$ cat src/hdl/assert_macros.svh
// ---------------------------------------------------------------------------
// Assertion macros
// Shared concurrent assertion wrappers, clocked on the rising edge and
// disabled while the asynchronous reset is asserted.
// ---------------------------------------------------------------------------
`ifndef ASSERT_MACROS_SVH
`define ASSERT_MACROS_SVH

// Same-cycle implication
`define ILS_ASSERT_IMPL(lbl, clk, rstn, ante, cons, msg) \
	lbl: assert property (@(posedge clk) disable iff (!rstn) (ante) |-> (cons)) \
		else $error(msg);

// Next-cycle implication
`define ILS_ASSERT_NEXT(lbl, clk, rstn, ante, cons, msg) \
	lbl: assert property (@(posedge clk) disable iff (!rstn) (ante) |=> (cons)) \
		else $error(msg);

`endif

$ cat src/hdl/ils_pkg.sv
// ---------------------------------------------------------------------------
// ils_pkg
// Types, codes and helper functions shared by the inverse Legendre
// synthesis controller, datapath and top level.
// ---------------------------------------------------------------------------
package ils_pkg;

	// Field and register widths
	localparam int IDX_W      = 10;
	localparam int FLD_W      = 2;
	localparam int VAL_W      = 32;
	localparam int WN_W       = 6;
	localparam int SUM_W      = 48;
	localparam int ACC_W      = 64;
	localparam int DEG_W      = 5;
	localparam int FCNT_W     = 3;
	localparam int CFG_IDX_W  = 3;
	localparam int CFG_DATA_W = 6;
	localparam int OFS_W      = 11;

	// Input opcodes
	localparam logic [1:0] OP_SPEC    = 2'd0;
	localparam logic [1:0] OP_LEG     = 2'd1;
	localparam logic [1:0] OP_COMPUTE = 2'd2;

	// Configuration register indexes
	localparam logic [CFG_IDX_W-1:0] CFG_TRUNC  = 3'd0;
	localparam logic [CFG_IDX_W-1:0] CFG_FTRUNC = 3'd1;
	localparam logic [CFG_IDX_W-1:0] CFG_LTRUNC = 3'd2;
	localparam logic [CFG_IDX_W-1:0] CFG_FCOUNT = 3'd3;

	// Rounding of Q12.50 products to Q16.31; m > 0 keeps one more bit (doubling)
	localparam logic signed [ACC_W-1:0] ROUND_M0 = 64'sh40000;
	localparam logic signed [ACC_W-1:0] ROUND_MN = 64'sh20000;
	localparam int SHIFT_M0 = 19;
	localparam int SHIFT_MN = 18;

	localparam logic signed [ACC_W-1:0] SUM_MAX = 64'sh00007FFFFFFFFFFF;
	localparam logic signed [ACC_W-1:0] SUM_MIN = -64'sh0000800000000000;

	typedef enum logic [2:0] {
		ST_IDLE,
		ST_OFFSET,
		ST_RUN,
		ST_DRAIN,
		ST_FINISH
	} ils_state_t;

	// Effective configuration, clamps already applied
	typedef struct packed {
		logic [DEG_W-1:0]  t_eff;
		logic [DEG_W-1:0]  lp_eff;
		logic [WN_W-1:0]   ft;
		logic [FCNT_W-1:0] fields;
	} ils_cfg_t;

	// Controller to datapath
	typedef struct packed {
		logic accept;
		logic load_req;
		logic calc_offset;
		logic issue;
		logic load_out;
	} ils_cmd_t;

	// Datapath to controller
	typedef struct packed {
		logic req_compute;
		logic run_needed;
		logic last_issue;
		logic rd_pending;
		logic mul_pending;
		logic out_free;
	} ils_sts_t;

	// Start of row m in a triangle of degree t (m <= t)
	function automatic logic [OFS_W-1:0] tri_offset(input logic [DEG_W-1:0] m,
			input logic [DEG_W-1:0] t);
		logic [OFS_W-1:0] lin;
		logic [OFS_W-1:0] tri_part;
		lin      = OFS_W'(m) * (OFS_W'(t) + OFS_W'(1));
		tri_part = (OFS_W'(m) * (OFS_W'(m) - OFS_W'(1))) >> 1;
		return lin - tri_part;
	endfunction

	function automatic logic signed [SUM_W-1:0] sat_sum(input logic signed [ACC_W-1:0] v);
		if (v > SUM_MAX)
			return SUM_MAX[SUM_W-1:0];
		else if (v < SUM_MIN)
			return SUM_MIN[SUM_W-1:0];
		else
			return v[SUM_W-1:0];
	endfunction

endpackage

$ cat src/hdl/ils_ctrl.sv
// ---------------------------------------------------------------------------
// ils_ctrl
// Sequencer for the synthesis block: takes input items, steps the datapath
// through offset calculation, the multiply-accumulate walk, pipeline drain
// and result hand-off.
// ---------------------------------------------------------------------------
`include "assert_macros.svh"

module ils_ctrl (
	input  logic              clk,
	input  logic              arst_n,
	input  logic              in_valid,
	output logic              in_stall,
	input  ils_pkg::ils_sts_t sts,
	output ils_pkg::ils_cmd_t cmd
);
	import ils_pkg::*;

	ils_state_t state_q;
	ils_state_t state_d;

	// State register
	always_ff @(posedge clk or negedge arst_n) begin
		if (!arst_n) begin
			state_q <= ST_IDLE;
		end else begin
			state_q <= state_d;
		end
	end

	// Next state and commands
	always_comb begin
		state_d         = state_q;
		cmd             = '0;
		in_stall        = 1'b1;
		unique case (state_q)
			ST_IDLE: begin
				in_stall   = 1'b0;
				cmd.accept = in_valid;
				if (in_valid && sts.req_compute) begin
					cmd.load_req = 1'b1;
					state_d      = ST_OFFSET;
				end
			end
			ST_OFFSET: begin
				cmd.calc_offset = 1'b1;
				state_d         = sts.run_needed ? ST_RUN : ST_FINISH;
			end
			ST_RUN: begin
				cmd.issue = 1'b1;
				if (sts.last_issue)
					state_d = ST_DRAIN;
			end
			ST_DRAIN: begin
				// last product accumulates on the edge that leaves this state
				if (!sts.rd_pending)
					state_d = ST_FINISH;
			end
			ST_FINISH: begin
				if (sts.out_free) begin
					cmd.load_out = 1'b1;
					state_d      = ST_IDLE;
				end
			end
			default: begin
				state_d = ST_IDLE;
			end
		endcase
	end

	`ILS_ASSERT_IMPL(a_finish_drained, clk, arst_n, state_q == ST_FINISH, !sts.rd_pending && !sts.mul_pending, "result stage reached with products in flight")
	`ILS_ASSERT_NEXT(a_issue_fills, clk, arst_n, cmd.issue, sts.rd_pending, "issued read did not reach the read stage")
	`ILS_ASSERT_IMPL(a_offset_after_req, clk, arst_n, state_q == ST_OFFSET, $past(cmd.load_req), "offset step without a captured request")

endmodule

$ cat config.mk
export PLATFORM = sky130hd
export DESIGN_NAME = ils_ctrl
export DESIGN_NICKNAME = d
export VERILOG_FILES = /design/src/hdl/ils_pkg.sv /design/src/hdl/ils_ctrl.sv
export VERILOG_INCLUDE_DIRS = /design/src /design/src/hdl
export SDC_FILE = /design/constraint.sdc
export NUM_CORES = 1
export LEC_CHECK = 0
export ABC_AREA = 1
export BUFFER_PORTS_ARGS = -buffer_cell sky130_fd_sc_hd__clkbuf_2
export CORE_AREA = 2 2 39 41
export CTS_CLUSTER_DIAMETER = 120
export DETAILED_ROUTE_END_ITERATION = 16
export DIE_AREA = 0 0 41 43
export GPL_TIMING_DRIVEN = 0
export RECOVER_POWER = 100
export SLEW_MARGIN = 20
export SYNTH_ARGS = -nofsm -noshare
export SYNTH_HDL_FRONTEND = slang
export SYNTH_SLANG_ARGS = --single-unit
$ cat constraint.sdc
create_clock -name clk -period 2.1 [get_ports clk]
set_clock_uncertainty 0.1 [all_clocks]
set_input_delay 0.21 -clock clk [delete_from_list [all_inputs] [get_ports clk]]
set_output_delay 0.21 -clock clk [all_outputs]
set_load 0.03 [all_outputs]
==> results of run 1 <==
## cell families (layout without fill, tap and decap cells)
| kind of cell | Yosys count | count (layout) |
|---|---|---|
| compound gates | 1 | 1 |
| buf+inv | 8 | 26 |
| flops | 3 | 3 |
| simple gates | 24 | 24 |
## power by group
group,switching (mW),internal [mW],leakage (nW)
clock network,0.0264,0.0710,0.0150
registers,0.0364,0.0832,0.0389
logic,0.207,0.0771,0.144
total,0.269,0.231,0.198
## cell usage after synthesis, drive strengths merged
master  number
nand2       13
a211oi       1
dfrtp        3
inv          8
nor3         1
nand4        1
nand3        3
nor2         5
nor4         1
## stage by stage
stage	total power, mW	hold slack, ns	util
after floorplan	0.352	-0.186	-
after global placement	0.428	-0.0920	0.222
after detailed placement	0.429	-0.0914	0.222
after CTS	0.533	0.171	0.249
after global routing	0.553	0.187	0.240
final	0.501	0.169	0.240
## final timing paths
check | startpoint | slack (ns) | endpoint | cells after the start
worst max-delay path | state_q[2] | 0.35 | cmd[4] | 4
worst min-delay path | sts[2] | 0.17 | state_q[0] | 3
worst max register to register | state_q[2] | 0.84 | state_q[1] | 6
worst min register to register | state_q[2] | 0.52 | state_q[2] | 3
max in group asynchronous | arst_n | 1.54 | state_q[1] | 2
min in group asynchronous | arst_n | 0.22 | state_q[0] | 2
## worst max-delay path, cell delays in order (launching register included)
cell and delay, ns:
dfrtp_1 0.41, nor2_1 0.26, nand2_1 0.13, nor2_1 0.10, clkbuf_1 0.31
## timing repair
action                                  CTS  global route
endpoints found under the setup margin    0             0
endpoints found under the hold margin     3             0
hold buffers                              1             0
## layer usage
layer | wire [um] | part of all wire
met4 | 0 | 0
met3 | 31 | 0.064
met1 | 231 | 0.48
met2 | 220 | 0.46
met5 | 0 | 0
## layout by cell type, fill, tap and decap left out
cell type / synthesis / final
nand2_1: 13 / 13
inv_1: 7 / 7
clkbuf_1: 0 / 7
clkbuf_2: 0 / 7
nor2_1: 3 / 5
nand3_1: 3 / 3
clkbuf_4: 0 / 3
dfrtp_1: 3 / 3
nor3_2: 1 / 1
inv_2: 1 / 1
nor4_1: 1 / 1
nand4_1: 1 / 1
a211oi_1: 1 / 1
dlygate4sd3_1: 0 / 1
## cell type report
class | count | area (um2)
well taps | 16 | 20.0
flip-flops and latches | 3 | 75.1
repair buffers | 14 | 67.6
fillers | 167 | 1050
clock buffers | 4 | 26.3
inverters | 8 | 30.0
multi-input cells | 25 | 113
==> flow_summary_export.csv, run 1 <==
group,metric,value,unit
die,start_util,0.161,
sta,period_share,0.833,
synth,synthAdderAreaFrac,0,
synth,synth.area.top_cells,"dfrtp_1 (34%), nand2_1 (22%), inv_1 (12%), nand3_1 (6.7%), nor2_2 (5.6%)",
synth,synth_seq_cells,3,
synth,syn_area,223,um2
synth,synth_top_family_by_area,"simple AND/OR/NAND/NOR gates",
synth,synth.avg_cell_area,6.19,um2
synth,syn-instance-count,36,
pwr,ir_drop,282,uV
place,post-place-cells,65,
place,hpwl,415,um
clock_network,clkSinkCount,3,
clock_network,cts-resized-gates,0,
global_route,grt_util_met1,0.0677,
synth,yosys.area.top_type,"dfrtp_1",
global_route,top_usage_layer,"met2",
global_route,grt_use_met3,0.0471,
sta,worst_slack,0.351,ns
final_layout,largest_reg_flops,3,
routing,wire_per_inst,6.89,um
sta,slew_headroom,0.760,
synth,synth-simple-area-share,0.494,
synth,syn_nets,45,
clock_network,cts_tree,"yes",
final_layout,area_growth,48.9,%
place,place_area,308,um2
synth,synth_top_area_share,0.337,
global_route,grt-ovfl-total,0,
final_layout,postLayoutCellArea,332,um2
global_route,grt_antenna_before_repair,0,
sta,period_minus_slack,1.75,ns
synth,synth-compound-area-share,0.0337,
routing,drc_errors,0,
global_route,grt_pass1_vias,189,
place,portBuffers,13,
routing,drt_iter0_markers,1,
synth,synthMuxAreaShare,0,
die,io_pins,15,
setup_path,crit_path_max_fanout,5,
clock_network,path_clk_slew,0.03,ns
clock_network,htree_levels,1,
die,rows,14,
place,place_congestion,0.648,
final_layout,largest-register,"state_q",
sta,finalSetupViolations,0,
final_layout,antennaDiodeCount,0,
pwr,powerDensity,1510,nW/um2
setup_path,critical_path_class,"reg2out",
routing,drtAntennaViolNets,0,
die,dieWidth,41,um
synth,yosysSeqAreaShare,0.337,
sta,clock.fmax,572,MHz
sta,tightestPinTransition,0.362,ns
die,fp.dieH,43,um
die,core_area,1380,um2
synth,ys_warn_count,0,
routing,vias,265,
final_layout,fin_cells,70,
global_route,grt_pass1_wl,690,um
sta,slew_violations,0,
sta,rsz0062_at_grt,"no",
flow_run,maxCapViolations,0,
setup_path,cp-end-kind,"primary output",
setup_path,arrival,1.44,ns
global_route,global_route.usage.met2,0.0781,
global_route,grt.total_usage,0.0643,
synth,synth.distinct_cells,11,
final_layout,nNetsFinal,64,
clock_network,numCtsBuffers,3,
clock_network,cts_buffer_depth,2,
clock_network,cts_setup_buffers,0,
clock_network,cts_root_buf,"clkbuf_4",
worst_hold_path,hp-class,"in2reg",
setup_path,crit_required,1.79,ns
die,die_area,1760,um2
pwr,p_leak,0.198,nW
place,detailedPlace.worstSlack,0.752,ns
routing,routed_wl,482,um
final_layout,drive_gt1_frac,0.222,
sta,tns,0,ns
clock_network,clkLatencyLatePin,0.23,ns
routing,drt_first_pass_iters,2,
sta,hold_viol,0,
synth,synthXorXnorAreaFrac,0,
final_layout,reg_top3,"state_q (3)",
global_route,grt_max_degree,8,
status,status,"complete, no violations",
setup_path,worst_setup_path_start_kind,"flip-flop",
routing,viasPerCell,3.79,
No activity file was read; power rests on OpenSTA's default activity.
==> inputs of run 2 (changes only) <==
--- a/config.mk
+++ b/config.mk
@@ -6,7 +6,7 @@
 export SDC_FILE = /design/constraint.sdc
 export NUM_CORES = 1
 export LEC_CHECK = 0
-export ABC_AREA = 1
+export ABC_AREA = 0
 export BUFFER_PORTS_ARGS = -buffer_cell sky130_fd_sc_hd__clkbuf_2
 export CORE_AREA = 2 2 39 41
 export CTS_CLUSTER_DIAMETER = 120
==> constraint.sdc (replaced) <==
create_clock -name clk -period 1.8 [get_ports clk]
set_clock_uncertainty 0.1 [all_clocks]
set_input_delay 0.18 -clock clk [delete_from_list [all_inputs] [get_ports clk]]
set_output_delay 0.18 -clock clk [all_outputs]
set_load 0.03 [all_outputs]
==> flow_summary_export.csv, run 2 <==
group,metric,value,unit
synth,synth_top_area_share,0.324,
synth,ys_dominant_reg_cell,"dfrtp_1",
flow_run,maxCapViolations,0,
global_route,grt_util_met1,0.0847,
final_layout,antennaDiodeCount,0,
setup_path,cp-end-kind,"primary output",
clock_network,cts_root_buf,"clkbuf_4",
die,core_area,1380,um2
synth,synth.distinct_cells,17,
synth,synth.area.top_cells,"dfrtp_1 (32%), nor4b_4 (10%), mux2i_1 (8.6%), nor4b_2 (6.5%), buf_6 (4.9%)",
clock_network,clkLatencyLatePin,0.24,ns
routing,routed_wl,486,um
synth,ys_warn_count,0,
die,start_util,0.167,
sta,worst_slack,0.133,ns
clock_network,numCtsBuffers,3,
synth,yosys.area.top_type,"dfrtp_1",
final_layout,nNetsFinal,49,
routing,drt_first_pass_iters,2,
synth,ys_async_sr_fraction,1.00,
final_layout,mostFrequentLayoutCells,"clkbuf_2 (9), clkbuf_1 (5), clkbuf_4 (3), dfrtp_1 (3)",
routing,vias,219,
synth,synth_commonest_cells,"dfrtp_1 (3), inv_1 (2), mux2i_1 (2)",
die,io_pins,15,
routing,viasPerCell,3.98,
synth,synth.avg_cell_area,11.0,um2
sta,tightestPinTransition,0.364,ns
clock_network,clkSinkCount,3,
clock_network,cts_setup_buffers,0,
synth,syn_nets,30,
die,rows,14,
global_route,global_route.usage.met2,0.0781,
final_layout,largest-register,"state_q",
global_route,grt-ovfl-total,0,
place,detailedPlace.worstSlack,0.373,ns
setup_path,crit_path_max_fanout,7,
sta,clock.fmax,600,MHz
setup_path,critical_path_class,"reg2out",
global_route,grt.total_usage,0.0756,
global_route,grt_use_met3,0.0314,
routing,wire_per_inst,8.84,um
synth,syn_area,231,um2
pwr,p_leak,0.158,nW
sta,period_share,0.926,
clock_network,htree_levels,1,
clock_network,cts_buffer_depth,2,
synth,syn-instance-count,21,
routing,drc_errors,0,
setup_path,crit_required,1.52,ns
sta,rsz0062_at_grt,"no",
status,status,"complete, no violations",
clock_network,path_clk_slew,0.04,ns
pwr,ir_drop,515,uV
sta,slew_violations,0,
global_route,grt_pass1_vias,197,
setup_path,r2r_setup_slack,0.70,ns
final_layout,final_common_cell,"clkbuf_2",
global_route,grt_pass1_wl,772,um
die,fp.dieH,43,um
sta,finalSetupViolations,0,
sta,tns,0,ns
sta,slew_headroom,0.759,
place,portBuffers,13,
pwr,powerDensity,1840,nW/um2
setup_path,arrival,1.39,ns
die,dieWidth,41,um
final_layout,reg_top3,"state_q (3)",
routing,drt_iter0_markers,2,
worst_hold_path,hp-class,"in2reg",
final_layout,largest_reg_flops,3,
clock_network,cts_tree,"yes",
global_route,top_usage_layer,"met4",
setup_path,worst_setup_path_start_kind,"flip-flop",
routing,drtAntennaViolNets,0,
final_layout,drive_gt1_frac,0.462,
synth,synth_most_common_cell,"dfrtp_1",
global_route,grt_antenna_before_repair,0,
place,hpwl,378,um
synth,synth_seq_cells,3,
synth,synth_edf_count,0,
global_route,grt_max_degree,11,
sta,period_minus_slack,1.67,ns
sta,hold_viol,0,
place,place_congestion,0.625,
synth,yosysSeqAreaShare,0.324,
die,die_area,1760,um2
final_layout,area_growth,50.3,%
[run 2: cell types whose count changed in the layout (fill, tap and decap cells not counted), sizes merged, moves of 2 or more]
cell,before,now
nand2,13,0
nor4b,0,3
buf,0,2
mux2i,0,2
nor2,5,1
inv,8,2
nand3,3,0
[run 2: per-layer routing]
layer / share of wire / up-vias / wire length [um]
li1: - / 112 / -
met2: 0.50 / 9 / 242
met4: 0.029 / 0 / 14
met1: 0.40 / 96 / 194
met3: 0.074 / 2 / 36
met5: 0 / - / 0
[run 2: per-stage QoR]
step / total power, mW / instances / cell area (um2) / hold WS, ns / util
5_1_grt: 0.684 / 55 / 348 / 0.0903 / 0.251
3_3_place_gp: 0.529 / 50 / 317 / -0.120 / 0.229
2_1_floorplan: 0.443 / 21 / 231 / -0.216 / -
3_5_place_dp: 0.532 / 50 / 317 / -0.121 / 0.229
6_report: 0.640 / 55 / 348 / 0.0686 / 0.251
4_1_cts: 0.660 / 55 / 353 / 0.0644 / 0.255
[run 2: timing repair]
item,in CTS,in global routing
endpoints found under the hold margin,3,0
gates resized for setup,0,0
hold buffers,1,0
[run 2: area by class of cell]
type | instances | area, um2
fillers | 166 | 1040
multi-input cells | 14 | 130
flip-flops and latches | 3 | 75.1
repair buffers | 14 | 70.1
clock buffers | 4 | 26.3
well taps | 16 | 20.0
plain buffers | 2 | 18.8
inverters | 2 | 7.51
[run 2: cells by family (layout without fill, tap and decap cells)]
logic type	Yosys count	after routing	share of synthesized area
buffers and inverters	4	22	0.114
AND/OR/NAND/NOR	8	8	0.341
AO/OA/AOI/OAI	4	4	0.135
multiplexers	2	2	0.0865
flip-flops	3	3	0.324
[run 2: path summary, 6_finish.rpt]
check,start,end,depth (start not counted)
setup / recovery,state_q[2],cmd[3],3
hold / removal,sts[5],state_q[0],2
setup reg to reg,state_q[2],state_q[0],2
hold reg to reg,state_q[2],state_q[1],1
max in group asynchronous,arst_n,state_q[1],2
min in group asynchronous,arst_n,state_q[2],2
[run 2: critical path: stages (launching register included)]
cell      delay, ns
dfrtp_1        0.45
nor4b_4        0.33
and2_0         0.16
clkbuf_2       0.20
[run 2: where the power goes]
part	switching, mW	internal, mW
logic	0.242	0.150
registers	0.0295	0.0978
clock network	0.0370	0.0832
==> inputs of run 3 (changes only) <==
--- a/config.mk
+++ b/config.mk
@@ -14,6 +14,7 @@
 export DIE_AREA = 0 0 41 43
 export GPL_TIMING_DRIVEN = 0
 export RECOVER_POWER = 100
+export SKIP_CTS_REPAIR_TIMING = 1
 export SLEW_MARGIN = 20
 export SYNTH_ARGS = -nofsm -noshare
 export SYNTH_HDL_FRONTEND = slang
==> constraint.sdc (replaced) <==
create_clock -name clk -period 1.8 [get_ports clk]
set_clock_uncertainty 0.1 [all_clocks]
set_input_delay 0.09 -clock clk [delete_from_list [all_inputs] [get_ports clk]]
set_output_delay 0.09 -clock clk [all_outputs]
set_load 0.03 [all_outputs]
==> flow_summary_export.csv, run 3 (synthesis results as in run 2) <==
group,metric,value,unit
status,status,"complete, no violations",
die,start_util,0.167,
place,detailedPlace.worstSlack,0.463,ns
die,io_pins,15,
sta,tightestPinTransition,0.368,ns
final_layout,largest_reg_flops,3,
clock_network,cts_buffer_depth,2,
setup_path,ff2ff_path_depth,2,
clock_network,cts_tree,"yes",
final_layout,largest-register,"state_q",
sta,period_share,0.889,
routing,drt_iter0_markers,2,
clock_network,path_clk_slew,0.04,ns
sta,tns,0,ns
final_layout,mostFrequentLayoutCells,"clkbuf_1 (7), clkbuf_2 (7), clkbuf_4 (3), dfrtp_1 (3)",
global_route,grt.total_usage,0.0746,
pwr,ir_drop,514,uV
final_layout,multi_input_area,130,um2
place,portBuffers,13,
global_route,grt_max_degree,11,
pwr,powerDensity,1790,nW/um2
clock_network,htree_levels,1,
die,rows,14,
setup_path,r2r_setup_slack,0.70,ns
flow_run,maxCapViolations,0,
place,hpwl,378,um
final_layout,area_growth,53.5,%
worst_hold_path,hp-class,"in2reg",
setup_path,crit_required,1.61,ns
routing,drtAntennaViolNets,0,
die,die_area,1760,um2
setup_path,cp-end-kind,"primary output",
place,place_congestion,0.625,
final_layout,postLayoutCellArea,355,um2
routing,drc_errors,0,
global_route,grt_pass1_vias,195,
routing,viasPerCell,3.98,
clock_network,cts_root_buf,"clkbuf_4",
routing,wire_per_inst,8.88,um
worst_hold_path,min_to,"state_q[1]",
final_layout,nNetsFinal,50,
global_route,grt-ovfl-total,0,
die,core_area,1380,um2
setup_path,critical_path_class,"reg2out",
routing,vias,223,
global_route,grt_pass1_wl,759,um
final_layout,nFillCells,166,
sta,finalSetupViolations,0,
sta,hold_viol,0,
sta,rsz0062_at_grt,"no",
setup_path,reg2reg_from,"state_q[2]",
global_route,grt_antenna_before_repair,0,
die,dieWidth,41,um
sta,clock.fmax,625,MHz
clock_network,numCtsBuffers,3,
setup_path,crit_path_max_fanout,7,
sta,slew_violations,0,
setup_path,worst_setup_path_start_kind,"flip-flop",
final_layout,fin_util,0.257,
sta,fin_hold_ws,0.0220,ns
final_layout,reg_top3,"state_q (3)",
routing,drt_first_pass_iters,2,
final_layout,seqCellArea,75.1,um2
worst_hold_path,min_from,"sts[2]",
pwr,p_leak,0.156,nW
clock_network,clkSinkCount,3,
setup_path,r2r_end,"state_q[0]",
sta,slew_headroom,0.756,
die,fp.dieH,43,um
final_layout,drive_gt1_frac,0.400,
setup_path,arrival,1.41,ns
final_layout,antennaDiodeCount,0,
routing,routed_wl,497,um
clock_network,clkLatencyLatePin,0.24,ns
place,place_area,317,um2
sta,period_minus_slack,1.60,ns
worst_hold_path,holdPathStages,3,
sta,worst_slack,0.199,ns
[run 3: per-layer routing]
metal	routed length, um	GRT usage	share of wire
met1	202	0.0814	0.41
met2	242	0.0781	0.49
met3	38	0.0314	0.076
met4	14	0.120	0.028
met5	0	0	0
[run 3: final cells by class]
| type | instances | share of cell area |
|---|---|---|
| buffer | 2 | 0.0528 |
| clock buffer | 4 | 0.0739 |
| inverter | 2 | 0.0211 |
| multi-input combinational | 14 | 0.366 |
| sequential | 3 | 0.211 |
| tap | 16 | 0.0563 |
| timing repair buffer | 15 | 0.218 |
[run 3: stage by stage]
step	total power [mW]	std cells
final	0.636	56
after global routing	0.680	56
after CTS	0.658	54
after detailed placement	0.532	50
after global placement	0.529	50
after floorplan	0.443	21
[run 3: how the worst max path moves through the flow]
| stage | startpoint | end | slack [ns] | cells past startpoint |
|---|---|---|---|---|
| 2_1_floorplan | state_q[1] | cmd[3] | 0.23 | 3 |
| 3_3_place_gp | state_q[2] | cmd[3] | 0.47 | 3 |
| 3_5_place_dp | state_q[2] | cmd[3] | 0.46 | 3 |
| 4_1_cts | state_q[2] | cmd[3] | 0.20 | 3 |
| 5_1_grt | state_q[2] | cmd[0] | 0.12 | 3 |
| 6_report | state_q[2] | cmd[0] | 0.20 | 3 |
[run 3: power breakdown]
part,switching (mW),internal [mW],total [mW]
clock,0.0370,0.0832,0.120
combinational,0.243,0.146,0.389
sequential,0.0295,0.0978,0.127
[run 3: worst max-delay path, cell delays in order (launching register included)]
cell and delay [ns]:
dfrtp_1 0.47, inv_1 0.11, nor4b_2 0.26, clkbuf_1 0.33
